### config.mk
export PLATFORM = sky130hd
export DESIGN_NAME = square_triangle_tone_mixer_flat
export DESIGN_NICKNAME = d
export VERILOG_FILES = /design/src/hdl/stm_pkg.sv /design/src/hdl/stm_if.sv /design/src/hdl/stm_square_voice.sv /design/src/hdl/stm_triangle_voice.sv /design/src/hdl/stm_mixer.sv /design/src/hdl/square_triangle_tone_mixer.sv /design/src/flat_wrapper.sv
export SDC_FILE = /design/constraint.sdc
export NUM_CORES = 2
export LEC_CHECK = 0
export CORE_MARGIN = 2
export CORE_UTILIZATION = 65
export DETAILED_ROUTE_END_ITERATION = 8
export DONT_BUFFER_PORTS = 1
export HOLD_SLACK_MARGIN = 0.12
export PLACE_DENSITY = 0.91
export SLEW_MARGIN = 40
export SYNTH_ARGS = -nofsm -noshare
export SYNTH_HDL_FRONTEND = slang
export SYNTH_HIERARCHICAL = 1
export SYNTH_SLANG_ARGS = --single-unit
### constraint.sdc
create_clock -name clk -period 15 [get_ports clk]
set_input_delay 3 -clock clk [delete_from_list [all_inputs] [get_ports clk]]
set_output_delay 3 -clock clk [all_outputs]
set_load 0.05 [all_outputs]
### src/hdl/stm_pkg.sv
// Shared types, constants and helper functions of the three-voice tone mixer.
// No dependencies; every other file takes names from here by scope.
`default_nettype none

package stm_pkg;

    localparam int PHASE_BITS    = 32;
    localparam int DUTY_BITS     = 16;
    localparam int VALUE_BITS    = 32;
    localparam int DUR_BITS      = 32;
    localparam int LEVEL_BITS    = 15;
    localparam int SAMPLE_BITS   = 16;
    localparam int NUM_VOICES    = 3;
    localparam int SQ_TERM_BITS  = LEVEL_BITS + 1;
    localparam int TRI_TERM_BITS = LEVEL_BITS + 2;
    localparam int TRI_X_BITS    = PHASE_BITS + 1;
    localparam int TRI_PROD_BITS = LEVEL_BITS + 1 + TRI_X_BITS;
    localparam int TRI_SHIFT     = PHASE_BITS - 3;
    localparam int SUM_BITS      = TRI_TERM_BITS + 1;

    localparam logic [PHASE_BITS-1:0] PHASE_QUARTER = {2'b01, {(PHASE_BITS-2){1'b0}}};
    localparam logic [PHASE_BITS-1:0] PHASE_THREE_QUARTER = {2'b11, {(PHASE_BITS-2){1'b0}}};
    localparam logic [TRI_PROD_BITS-1:0] TRI_BIAS =
        {{(TRI_PROD_BITS-TRI_SHIFT){1'b0}}, {TRI_SHIFT{1'b1}}};

    localparam logic [DUTY_BITS:0] DUTY_FULL_CODE = {1'b1, {DUTY_BITS{1'b0}}};
    localparam logic [VALUE_BITS-1:0] DUTY_FULL_VALUE =
        {{(VALUE_BITS-DUTY_BITS-1){1'b0}}, DUTY_FULL_CODE};
    localparam logic [LEVEL_BITS-1:0] LEVEL_MAX_CODE = {LEVEL_BITS{1'b1}};
    localparam logic [VALUE_BITS-1:0] LEVEL_MAX_VALUE =
        {{(VALUE_BITS-LEVEL_BITS){1'b0}}, LEVEL_MAX_CODE};

    localparam logic [1:0] CH_SQUARE_A = 2'd0;
    localparam logic [1:0] CH_SQUARE_B = 2'd1;
    localparam logic [1:0] CH_TRIANGLE = 2'd2;

    typedef enum logic {
        OP_TICK  = 1'b0,
        OP_WRITE = 1'b1
    } op_t;

    typedef enum logic [2:0] {
        SET_STEP     = 3'd0,
        SET_LENGTH   = 3'd1,
        SET_LEVEL    = 3'd2,
        SET_DUTY     = 3'd3,
        SET_ENABLE   = 3'd4
    } setting_t;

    typedef struct packed {
        op_t                    operation;
        logic [1:0]             channel;
        logic [2:0]             setting;
        logic [VALUE_BITS-1:0]  value;
    } stm_item_t;

    typedef struct packed {
        logic                   tick;
        logic                   write;
        setting_t               setting;
        logic [VALUE_BITS-1:0]  value;
    } stm_voice_cmd_t;

    typedef struct packed {
        logic                           sounding;
        logic signed [SQ_TERM_BITS-1:0] term;
    } stm_sq_out_t;

    typedef struct packed {
        logic                            sounding;
        logic signed [TRI_TERM_BITS-1:0] term;
    } stm_tri_out_t;

    typedef struct packed {
        stm_sq_out_t  square_a;
        stm_sq_out_t  square_b;
        stm_tri_out_t triangle;
    } stm_mix_t;

    function automatic logic [LEVEL_BITS-1:0] sat_level(input logic [VALUE_BITS-1:0] value);
        logic [LEVEL_BITS-1:0] result;
        result = (value > LEVEL_MAX_VALUE) ? LEVEL_MAX_CODE : value[LEVEL_BITS-1:0];
        return result;
    endfunction

    function automatic logic [DUR_BITS-1:0] dec_sat(input logic [DUR_BITS-1:0] count);
        logic [DUR_BITS-1:0] result;
        result = (count != '0) ? count - {{(DUR_BITS-1){1'b0}}, 1'b1} : count;
        return result;
    endfunction

endpackage

`default_nettype wire

### src/hdl/stm_if.sv
// Valid/ready channel interfaces for request items and sample results.
// Depends on stm_pkg for field widths.
`default_nettype none

interface stm_req_if;
    logic                           valid;
    logic                           ready;
    logic                           operation;
    logic [1:0]                     channel;
    logic [2:0]                     setting;
    logic [stm_pkg::VALUE_BITS-1:0] value;

    modport source (output valid, output operation, output channel, output setting,
                    output value, input ready);
    modport sink   (input valid, input operation, input channel, input setting,
                    input value, output ready);
endinterface

interface stm_rsp_if;
    logic                                   valid;
    logic                                   ready;
    logic signed [stm_pkg::SAMPLE_BITS-1:0] sample;
    logic [stm_pkg::NUM_VOICES-1:0]         voices_sounding;

    modport source (output valid, output sample, output voices_sounding, input ready);
    modport sink   (input valid, input sample, input voices_sounding, output ready);
endinterface

`default_nettype wire

### src/hdl/stm_square_voice.sv
// One square voice: phase accumulator, duration, level, duty and enable state.
// Depends on stm_pkg.
`default_nettype none

module stm_square_voice (
    input  wire logic                    clk,
    input  wire logic                    rst_n,
    input  wire stm_pkg::stm_voice_cmd_t cmd,
    output stm_pkg::stm_sq_out_t         status
);

    logic [stm_pkg::PHASE_BITS-1:0] phase_reg, phase_next;
    logic [stm_pkg::PHASE_BITS-1:0] step_reg, step_next;
    logic [stm_pkg::DUR_BITS-1:0]   left_reg, left_next;
    logic [stm_pkg::LEVEL_BITS-1:0] level_reg, level_next;
    logic [stm_pkg::DUTY_BITS:0]    duty_reg, duty_next;
    logic                           on_reg, on_next;
    logic                           sounding;
    logic [stm_pkg::PHASE_BITS:0]   threshold;
    logic [stm_pkg::SQ_TERM_BITS-1:0] level_wide;

    assign sounding   = on_reg && (left_reg != '0);
    assign threshold  = {duty_reg, {(stm_pkg::PHASE_BITS-stm_pkg::DUTY_BITS){1'b0}}};
    assign level_wide = {1'b0, level_reg};

    always_comb
    begin
        status.sounding = sounding;
        if (!sounding)
        begin
            status.term = '0;
        end
        else if ({1'b0, phase_reg} < threshold)
        begin
            status.term = $signed(level_wide);
        end
        else
        begin
            status.term = -$signed(level_wide);
        end
    end

    always_comb
    begin
        phase_next = phase_reg;
        step_next  = step_reg;
        left_next  = left_reg;
        level_next = level_reg;
        duty_next  = duty_reg;
        on_next    = on_reg;
        if (cmd.tick && sounding)
        begin
            left_next  = left_reg - {{(stm_pkg::DUR_BITS-1){1'b0}}, 1'b1};
            phase_next = phase_reg + step_reg;
        end
        if (cmd.write)
        begin
            unique case (cmd.setting)
                stm_pkg::SET_STEP:     step_next  = cmd.value[stm_pkg::PHASE_BITS-1:0];
                stm_pkg::SET_LENGTH:   left_next  = cmd.value[stm_pkg::DUR_BITS-1:0];
                stm_pkg::SET_LEVEL:    level_next = stm_pkg::sat_level(cmd.value);
                stm_pkg::SET_DUTY:     duty_next  = (cmd.value > stm_pkg::DUTY_FULL_VALUE) ?
                                           stm_pkg::DUTY_FULL_CODE :
                                           cmd.value[stm_pkg::DUTY_BITS:0];
                stm_pkg::SET_ENABLE:   on_next    = (cmd.value != '0);
                default:               on_next    = on_reg;
            endcase
        end
    end

    always_ff @(posedge clk or negedge rst_n)
    begin
        if (!rst_n)
        begin
            phase_reg <= '0;
            step_reg  <= '0;
            left_reg  <= '0;
            level_reg <= '0;
            duty_reg  <= '0;
            on_reg    <= 1'b0;
        end
        else
        begin
            phase_reg <= phase_next;
            step_reg  <= step_next;
            left_reg  <= left_next;
            level_reg <= level_next;
            duty_reg  <= duty_next;
            on_reg    <= on_next;
        end
    end

`ifndef NO_ASSERTIONS
    a_silent_frozen: assert property (@(posedge clk) disable iff (!rst_n)
        (cmd.tick && !sounding) |=> ($stable(phase_reg) && $stable(left_reg)))
        else $error("silent square voice moved on tick");
`endif

endmodule

`default_nettype wire

### src/hdl/stm_triangle_voice.sv
// Triangle voice: phase accumulator with quarter-period restart and the
// level-scaled triangle term. Depends on stm_pkg.
`default_nettype none

module stm_triangle_voice (
    input  wire logic                    clk,
    input  wire logic                    rst_n,
    input  wire stm_pkg::stm_voice_cmd_t cmd,
    output stm_pkg::stm_tri_out_t        status
);

    logic [stm_pkg::PHASE_BITS-1:0] phase_reg, phase_next;
    logic [stm_pkg::PHASE_BITS-1:0] step_reg, step_next;
    logic [stm_pkg::DUR_BITS-1:0]   left_reg, left_next;
    logic [stm_pkg::LEVEL_BITS-1:0] level_reg, level_next;
    logic                           on_reg, on_next;
    logic                           sounding;
    logic [stm_pkg::PHASE_BITS-1:0] phase_base;
    logic signed [stm_pkg::TRI_X_BITS-1:0]    slope;
    logic signed [stm_pkg::TRI_PROD_BITS-1:0] product;
    logic [stm_pkg::TRI_PROD_BITS-1:0]        biased;

    assign sounding = on_reg && (left_reg != '0);

    always_comb
    begin
        if (phase_reg[stm_pkg::PHASE_BITS-1])
        begin
            slope = $signed({1'b0, stm_pkg::PHASE_THREE_QUARTER}) - $signed({1'b0, phase_reg});
        end
        else
        begin
            slope = $signed({1'b0, phase_reg}) - $signed({1'b0, stm_pkg::PHASE_QUARTER});
        end
    end

    assign product = $signed({1'b0, level_reg}) * slope;
    assign biased  = $unsigned(product) +
                     (product[stm_pkg::TRI_PROD_BITS-1] ? stm_pkg::TRI_BIAS : '0);

    always_comb
    begin
        status.sounding = sounding;
        status.term     = sounding ?
                          $signed(biased[stm_pkg::TRI_SHIFT +: stm_pkg::TRI_TERM_BITS]) : '0;
    end

    assign phase_base = sounding ? phase_reg : stm_pkg::PHASE_QUARTER;

    always_comb
    begin
        phase_next = phase_reg;
        step_next  = step_reg;
        left_next  = left_reg;
        level_next = level_reg;
        on_next    = on_reg;
        if (cmd.tick)
        begin
            left_next  = stm_pkg::dec_sat(left_reg);
            phase_next = phase_base + step_reg;
        end
        if (cmd.write)
        begin
            unique case (cmd.setting)
                stm_pkg::SET_STEP:     step_next  = cmd.value[stm_pkg::PHASE_BITS-1:0];
                stm_pkg::SET_LENGTH:   left_next  = cmd.value[stm_pkg::DUR_BITS-1:0];
                stm_pkg::SET_LEVEL:    level_next = stm_pkg::sat_level(cmd.value);
                stm_pkg::SET_ENABLE:   on_next    = (cmd.value != '0);
                default:               on_next    = on_reg;
            endcase
        end
    end

    always_ff @(posedge clk or negedge rst_n)
    begin
        if (!rst_n)
        begin
            phase_reg <= stm_pkg::PHASE_QUARTER;
            step_reg  <= '0;
            left_reg  <= '0;
            level_reg <= '0;
            on_reg    <= 1'b0;
        end
        else
        begin
            phase_reg <= phase_next;
            step_reg  <= step_next;
            left_reg  <= left_next;
            level_reg <= level_next;
            on_reg    <= on_next;
        end
    end

`ifndef NO_ASSERTIONS
    a_silent_restart: assert property (@(posedge clk) disable iff (!rst_n)
        (cmd.tick && !sounding) |=>
            (phase_reg == stm_pkg::PHASE_QUARTER + $past(step_reg)))
        else $error("silent triangle voice did not restart at a quarter period");
`endif

endmodule

`default_nettype wire

### src/hdl/stm_mixer.sv
// Sums the three voice terms, saturates to 16 bits and holds the result item
// in the output register. Depends on stm_pkg and stm_rsp_if.
`default_nettype none

module stm_mixer (
    input  wire logic              clk,
    input  wire logic              rst_n,
    input  wire logic              load,
    input  wire stm_pkg::stm_mix_t mix,
    output logic                   slot_free,
    stm_rsp_if.source              rsp
);

    logic                                    valid_reg, valid_next;
    logic signed [stm_pkg::SAMPLE_BITS-1:0]  sample_reg, sample_next;
    logic [stm_pkg::NUM_VOICES-1:0]          voices_reg, voices_next;
    logic signed [stm_pkg::SUM_BITS-1:0]     sum;
    logic [stm_pkg::SUM_BITS-stm_pkg::SAMPLE_BITS:0] top_bits;

    assign slot_free = !valid_reg || rsp.ready;

    assign sum = $signed({{(stm_pkg::SUM_BITS-stm_pkg::SQ_TERM_BITS)
                            {mix.square_a.term[stm_pkg::SQ_TERM_BITS-1]}}, mix.square_a.term})
               + $signed({{(stm_pkg::SUM_BITS-stm_pkg::SQ_TERM_BITS)
                            {mix.square_b.term[stm_pkg::SQ_TERM_BITS-1]}}, mix.square_b.term})
               + $signed({{(stm_pkg::SUM_BITS-stm_pkg::TRI_TERM_BITS)
                            {mix.triangle.term[stm_pkg::TRI_TERM_BITS-1]}}, mix.triangle.term});

    assign top_bits = sum[stm_pkg::SUM_BITS-1:stm_pkg::SAMPLE_BITS-1];

    always_comb
    begin
        if ((top_bits == '0) || (top_bits == '1))
        begin
            sample_next = sum[stm_pkg::SAMPLE_BITS-1:0];
        end
        else if (sum[stm_pkg::SUM_BITS-1])
        begin
            sample_next = {1'b1, {(stm_pkg::SAMPLE_BITS-1){1'b0}}};
        end
        else
        begin
            sample_next = {1'b0, {(stm_pkg::SAMPLE_BITS-1){1'b1}}};
        end
        voices_next = {mix.triangle.sounding, mix.square_b.sounding, mix.square_a.sounding};
        valid_next  = load || (valid_reg && !rsp.ready);
    end

    always_ff @(posedge clk or negedge rst_n)
    begin
        if (!rst_n)
        begin
            valid_reg <= 1'b0;
        end
        else
        begin
            valid_reg <= valid_next;
        end
    end

    always_ff @(posedge clk)
    begin
        if (load)
        begin
            sample_reg <= sample_next;
            voices_reg <= voices_next;
        end
    end

    assign rsp.valid           = valid_reg;
    assign rsp.sample          = sample_reg;
    assign rsp.voices_sounding = voices_reg;

endmodule

`default_nettype wire

### src/hdl/square_triangle_tone_mixer.sv
// Three-voice tone mixer: input register, two square voices, one triangle voice, mixer.
// A tick in the input register waits for a free output slot; then its sample is registered.
// Throughput: one item per cycle, but ticks wait for a free output slot; writes never do.
// Reset clears the pipeline, all voice settings and phases; triangle phase restarts at a
// quarter period. Depends on stm_pkg, stm_if and the stm_* voice and mixer modules.
`default_nettype none

module square_triangle_tone_mixer (
    input  wire logic clk,
    input  wire logic rst_n,
    stm_req_if.sink   req,
    stm_rsp_if.source rsp
);

    logic                    s1_valid_reg, s1_valid_next;
    stm_pkg::stm_item_t      s1_item_reg;
    logic                    s1_advance;
    logic                    slot_free;
    logic                    tick;
    logic                    write;
    stm_pkg::stm_voice_cmd_t cmd_a, cmd_b, cmd_t;
    stm_pkg::stm_sq_out_t    status_a, status_b;
    stm_pkg::stm_tri_out_t   status_t;
    stm_pkg::stm_mix_t       mix;

    assign s1_advance = s1_valid_reg &&
                        ((s1_item_reg.operation == stm_pkg::OP_WRITE) || slot_free);
    assign req.ready  = !s1_valid_reg || s1_advance;
    assign tick       = s1_advance && (s1_item_reg.operation == stm_pkg::OP_TICK);
    assign write      = s1_advance && (s1_item_reg.operation == stm_pkg::OP_WRITE);

    always_comb
    begin
        s1_valid_next = req.valid || (s1_valid_reg && !s1_advance);
        cmd_a.tick    = tick;
        cmd_a.write   = write && (s1_item_reg.channel == stm_pkg::CH_SQUARE_A);
        cmd_a.setting = stm_pkg::setting_t'(s1_item_reg.setting);
        cmd_a.value   = s1_item_reg.value;
        cmd_b         = cmd_a;
        cmd_b.write   = write && (s1_item_reg.channel == stm_pkg::CH_SQUARE_B);
        cmd_t         = cmd_a;
        cmd_t.write   = write && (s1_item_reg.channel == stm_pkg::CH_TRIANGLE);
        mix.square_a  = status_a;
        mix.square_b  = status_b;
        mix.triangle  = status_t;
    end

    always_ff @(posedge clk or negedge rst_n)
    begin
        if (!rst_n)
        begin
            s1_valid_reg <= 1'b0;
        end
        else if (req.ready)
        begin
            s1_valid_reg <= s1_valid_next;
        end
    end

    always_ff @(posedge clk)
    begin
        if (req.valid && req.ready)
        begin
            s1_item_reg.operation <= stm_pkg::op_t'(req.operation);
            s1_item_reg.channel   <= req.channel;
            s1_item_reg.setting   <= req.setting;
            s1_item_reg.value     <= req.value;
        end
    end

    stm_square_voice u_square_a (
        .clk    (clk),
        .rst_n  (rst_n),
        .cmd    (cmd_a),
        .status (status_a)
    );

    stm_square_voice u_square_b (
        .clk    (clk),
        .rst_n  (rst_n),
        .cmd    (cmd_b),
        .status (status_b)
    );

    stm_triangle_voice u_triangle (
        .clk    (clk),
        .rst_n  (rst_n),
        .cmd    (cmd_t),
        .status (status_t)
    );

    stm_mixer u_mixer (
        .clk       (clk),
        .rst_n     (rst_n),
        .load      (tick),
        .mix       (mix),
        .slot_free (slot_free),
        .rsp       (rsp)
    );

`ifndef NO_ASSERTIONS
    a_tick_gives_item: assert property (@(posedge clk) disable iff (!rst_n)
        tick |=> rsp.valid)
        else $error("tick item left no result item");
    a_write_no_item: assert property (@(posedge clk) disable iff (!rst_n)
        (write && !rsp.valid) |=> !rsp.valid)
        else $error("write item produced a result item");
    a_tick_needs_slot: assert property (@(posedge clk) disable iff (!rst_n)
        tick |-> (!rsp.valid || rsp.ready))
        else $error("tick advanced over an untaken result item");
`endif

endmodule

`default_nettype wire

### src/flat_wrapper.sv
// flat-port wrapper written by rule: the top's interface ports become plain ports
module square_triangle_tone_mixer_flat 
  (clk, rst_n, req_valid, req_operation, req_channel, req_setting, req_value, req_ready, rsp_valid, rsp_sample, rsp_voices_sounding, rsp_ready);
  stm_req_if req_i ();
  stm_rsp_if rsp_i ();
  input  wire logic clk;
  input  wire logic rst_n;
  input wire logic [$bits(req_i.valid)-1:0] req_valid;
  input wire logic [$bits(req_i.operation)-1:0] req_operation;
  input wire logic [$bits(req_i.channel)-1:0] req_channel;
  input wire logic [$bits(req_i.setting)-1:0] req_setting;
  input wire logic [$bits(req_i.value)-1:0] req_value;
  output wire logic [$bits(req_i.ready)-1:0] req_ready;
  output wire logic [$bits(rsp_i.valid)-1:0] rsp_valid;
  output wire logic [$bits(rsp_i.sample)-1:0] rsp_sample;
  output wire logic [$bits(rsp_i.voices_sounding)-1:0] rsp_voices_sounding;
  input wire logic [$bits(rsp_i.ready)-1:0] rsp_ready;
  assign req_i.valid = req_valid;
  assign req_i.operation = req_operation;
  assign req_i.channel = req_channel;
  assign req_i.setting = req_setting;
  assign req_i.value = req_value;
  assign req_ready = req_i.ready;
  assign rsp_valid = rsp_i.valid;
  assign rsp_sample = rsp_i.sample;
  assign rsp_voices_sounding = rsp_i.voices_sounding;
  assign rsp_i.ready = rsp_ready;
  square_triangle_tone_mixer u_core (.clk(clk), .rst_n(rst_n), .req(req_i), .rsp(rsp_i));
endmodule
# Word-level counts from Yosys, hierarchy flattened
# Index checks and enable logic that the tools add are counted.
# classes
muxes	22
n_lt_le_gt_ge	4
n_eq_ne	7
reduce_logical	42
addsub	13
multipliers	1
bitwise_logic	1
# ops
cell	count
32-bit 2-to-1 mux	11
32-bit nonzero test	4
32-bit adder	3
16-bit 2-to-1 mux	6
32-bit by 1-bit subtractor with 32-bit output (second input constant)	3
32-bit by 33-bit < comparator with 1-bit output	2
16-bit by 33-bit multiplier with 49-bit output	1
46-bit by 29-bit adder with 46-bit output	1
17-bit 2-to-1 mux	2
33-bit 2-to-1 mux	1
32-bit by 31-bit subtractor with 33-bit output (second input constant)	1
32-bit by 32-bit subtractor with 33-bit output (first input constant)	1
32-bit by 15-bit greater-than comparator with 1-bit output (second input constant)	1
32-bit by 17-bit greater-than comparator with 1-bit output (second input constant)	1
15-bit negator with 16-bit output	2
29-bit 2-to-1 mux	1
2-bit AND reduction	11
17-bit by 17-bit adder with 18-bit output	1
16-bit by 16-bit adder with 17-bit output	1
15-bit 2-to-1 mux	1
1-bit logical AND	14
3-bit by 2-bit equality test with 1-bit output (second input constant)	2
3-bit equality test (second input constant)	2
3-bit zero test	2
7 further kinds	15
# totals
output_inout_bits	21
elab_cells	115
in_bits	42
reg_bits	429

# Longest topological paths before layout
# depth
depth_word	10
ltp_mapped	61
depth_no_buf	54

# Cells and area by module
# The synthesis kept the hierarchy.
# modules_own_cells
module	cells_each	n_inst	seq_area_each_um2	area_per_inst_um2
stm_triangle_voice	2927	1	2803.9	25739.7
stm_square_voice	867	2	3228.1	8046.5
stm_mixer	186	1	595.6	2099.5
square_triangle_tone_mixer	48	1	1166.1	1238.7

# Worst setup path after synthesis
# No wires, ideal clock.
# synth_timing
kind	register -> register
start	reg u_core/u_triangle/phase_reg[2] (netlist name)
end	reg u_core.u_mixer.sample_reg (netlist bit u_core/u_mixer/rsp.sample[11]) (data pin)
path_buffers	4
arrival_time_ns	12.941
required_ns	14.744
path_stages_with_launch	53
setup_ns	0.256
path_slack_ns	1.803
period_less_slack_ns	13.197
cell_sequence	dfrtp_1 > nor4_2 > nand3_1 > or4_1 > or4_1 > or2_1 > or3_1 > o31ai_1 > xnor2_1 > clkbuf_1 > nand2_1 > fa_1 > fa_1 > fa_1 > inv_1 > fa_1 > fa_1 > inv_1 > (+17 left out) > a32o_1 > nor2_1 > a311o_1 > buf_4 > nand2_1 > xor2_1 > nor2_1 > fa_1 > ha_1 > fa_1 > a21o_2 > a221oi_4 > o21bai_2 > o311ai_2 > buf_6 > a21o_1 > buf_6 > o21ai_2
# synth_rtl
element	line	rtl
from (decl)	stm_triangle_voice.sv:12	logic [stm_pkg::PHASE_BITS-1:0] phase_reg, phase_next;
from (signal assigned)	stm_triangle_voice.sv:78	phase_reg <= stm_pkg::PHASE_QUARTER;
from (signal assigned)	stm_triangle_voice.sv:86	phase_reg <= phase_next;
to (signal assigned)	stm_mixer.sv:65	sample_reg <= sample_next;
to (decl)	stm_mixer.sv:15	logic signed [stm_pkg::SAMPLE_BITS-1:0] sample_reg, sample_next;

==> out/qor.yml <==
syn_to_final_growth_pct: 5.92
cts_root_buffer: "clkbuf_16"
yosysUniqueCellTypes: 115
htree_num_levels: 2
syn_inst: 4895
die_y_um: 268
core_area_sq_mm: 0.0687
fin_util_pct: 69.6
ant_nets: 0
yosysSeqAreaShare_pct: 24.4
die_w_um: 268
syn_area_per_cell_sq_um: 9.23
cts_tree: "yes"
slew_viol_final: 0
fin_skew_ns: 0.0294
hpwl_um: 85400
grt_pass1_vias: 38000
critPathArrivalTime_ns: 14.80
vias: 37200
synth_enable_flop_cells: 57
path_max_fanout: 11
fill_cells: 4685
final_common_cell: "nand2_1"
finalHoldViolCount: 0
antenna_found_initial: 4
die_area_sq_mm: 0.0716
setup_viol: 0
largest_reg_flops: 35
cpMostUsedCell: "fa_1"
firstDrtPassIters: 8
async_flop_share_pct: 86.7
portBuffers: 0
ys_warn_count: 6
cp_slowest_stage_delay_ns: 0.55
track_usage_pct: 34.5
initial_core_util_pct: 65.7
hp-class: "register to register"
wl_per_cell_um: 21.0
clkTransAtPathRegs_ns: 0.07
cts_sinks: 429
placed_cell_area_sq_mm: 0.0462
max_freq_mhz: 69.1
insertion_delay_ns: 0.60
place_inst: 5682
drive_gt1_share_pct: 8.25
num_rows: 96
layout_min_cycle_time_ns: 14.47
maxSlewHeadroom_pct: 17.6
critPathSlowestCell: "fa_1"
whs_ns: 0.491
syn-num-nets: 5699
status: "finished clean"
grt_pass1_wl_um: 195000
pin_count: 63
clockBufferDepth: 3
start_kind: "register"
path_delay_family: "adder cells"
path_class: "register to register"
cp.required_ns: 15.33
grt_overflow: 0
tightestPinTransition_ns: 1.24
gp_congestion: 0.960
ys_ff_latch: 429
vias_per_cell: 6.44
cts_inserted_buffers: 45
drt_iter0_drc: 3846
finalCritPeriodShare_pct: 96.5
fin_cells: 5772
synthesis.area_sq_mm: 0.0452
synthFlopType: "dfrtp_1"
cp-end-kind: "register"
fin_area_sq_mm: 0.0478
worstPathBufferInverterCount: 5
grt_max_degree: 373
wl_um: 121000
fin_nets: 5610
drc: 0
cap_violations: 0
cts_hold_buf: 0
most-common-layout-cells: "658 x nand2_1, 618 x inv_1, 488 x fa_1"
## metrics by stage
step,TNS [ns],setup WS (ns)
after floorplan,0,1.80
final,0,0.532
after detailed placement,0,0.323
after global routing,-1.27,-0.145
after global placement,0,0.600
after CTS,0,0.211
## cell type report
type	instances	area, sq um	area share, %
diodes	2	5.00	0.0105
clock buffers	59	1250	2.61
clock inverters	21	268	0.560
inverters	621	2330	4.87
multi-input cells	3625	31100	65.1
flip-flops and latches	429	11000	23.0
well taps	931	1160	2.43
repair buffers	84	669	1.40
## worst min-delay path, cell delays in order (launching register included)
cell and delay [ns]:
dfrtp_1 0.35, nand2_1 0.05, o21ai_0 0.06
## path summary, 6_finish.rpt
path / startpoint / end / cells past startpoint / slack, ns
setup / recovery: u_core/u_triangle/phase_reg[2] / u_core/u_mixer/rsp.sample[9] / 47 / 0.53
hold / removal: u_core/u_square_a/phase_reg[7] / u_core/u_square_a/phase_reg[7] / 2 / 0.49
setup reg to reg: u_core/u_triangle/phase_reg[2] / u_core/u_mixer/rsp.sample[9] / 47 / 0.53
hold reg to reg: u_core/u_square_a/phase_reg[7] / u_core/u_square_a/phase_reg[7] / 2 / 0.49
max in group asynchronous: rst_n / u_core/u_square_a/level_reg[8] / 0 / 11.88
min in group asynchronous: rst_n / u_core/u_square_b/phase_reg[8] / 0 / 2.10
## timing repair
item / CTS / global route
endpoints found under the setup margin: 0 / 16
resized for setup: 0 / 10
setup buffers: 0 / 4
## Yosys cell counts (44+ instances only)
cell type,number,area (sq um)
and2_1,215,1350
nand3_1,68,340
edfxtp_1,57,1710
inv_1,619,2320
dfrtp_1,371,9280
o21ai_0,272,1360
xor2_1,82,718
and3_1,53,332
a21oi_1,185,926
ha_1,274,3430
xnor2_1,181,1590
clkbuf_1,175,657
a21o_1,83,623
mux2_2,120,1350
nor4_1,44,275
fa_1,488,9770
nand2b_1,55,344
nor3_1,68,340
nor2_1,182,683
nand2_1,659,2470
## routing by layer
layer,wire (um),global-route usage (%),share of wire [%]
met5,47,0,0.039
met4,8320,21.4,6.9
met3,11600,7.48,9.6
met2,56400,55.4,46
met1,45000,42.7,37
## cell families after synthesis
group / count (synthesis) / share of synthesized area [%]
flops: 429 / 24.4
buf+inv: 841 / 7.33
mux: 158 / 3.83
simple gates: 1569 / 17.5
xor+xnor: 264 / 5.16
compound gates: 872 / 12.6
fa+ha+maj: 762 / 29.2
Power is not shown: default switching activity piles up to over one toggle a cycle in this logic, so the estimate is an artifact.
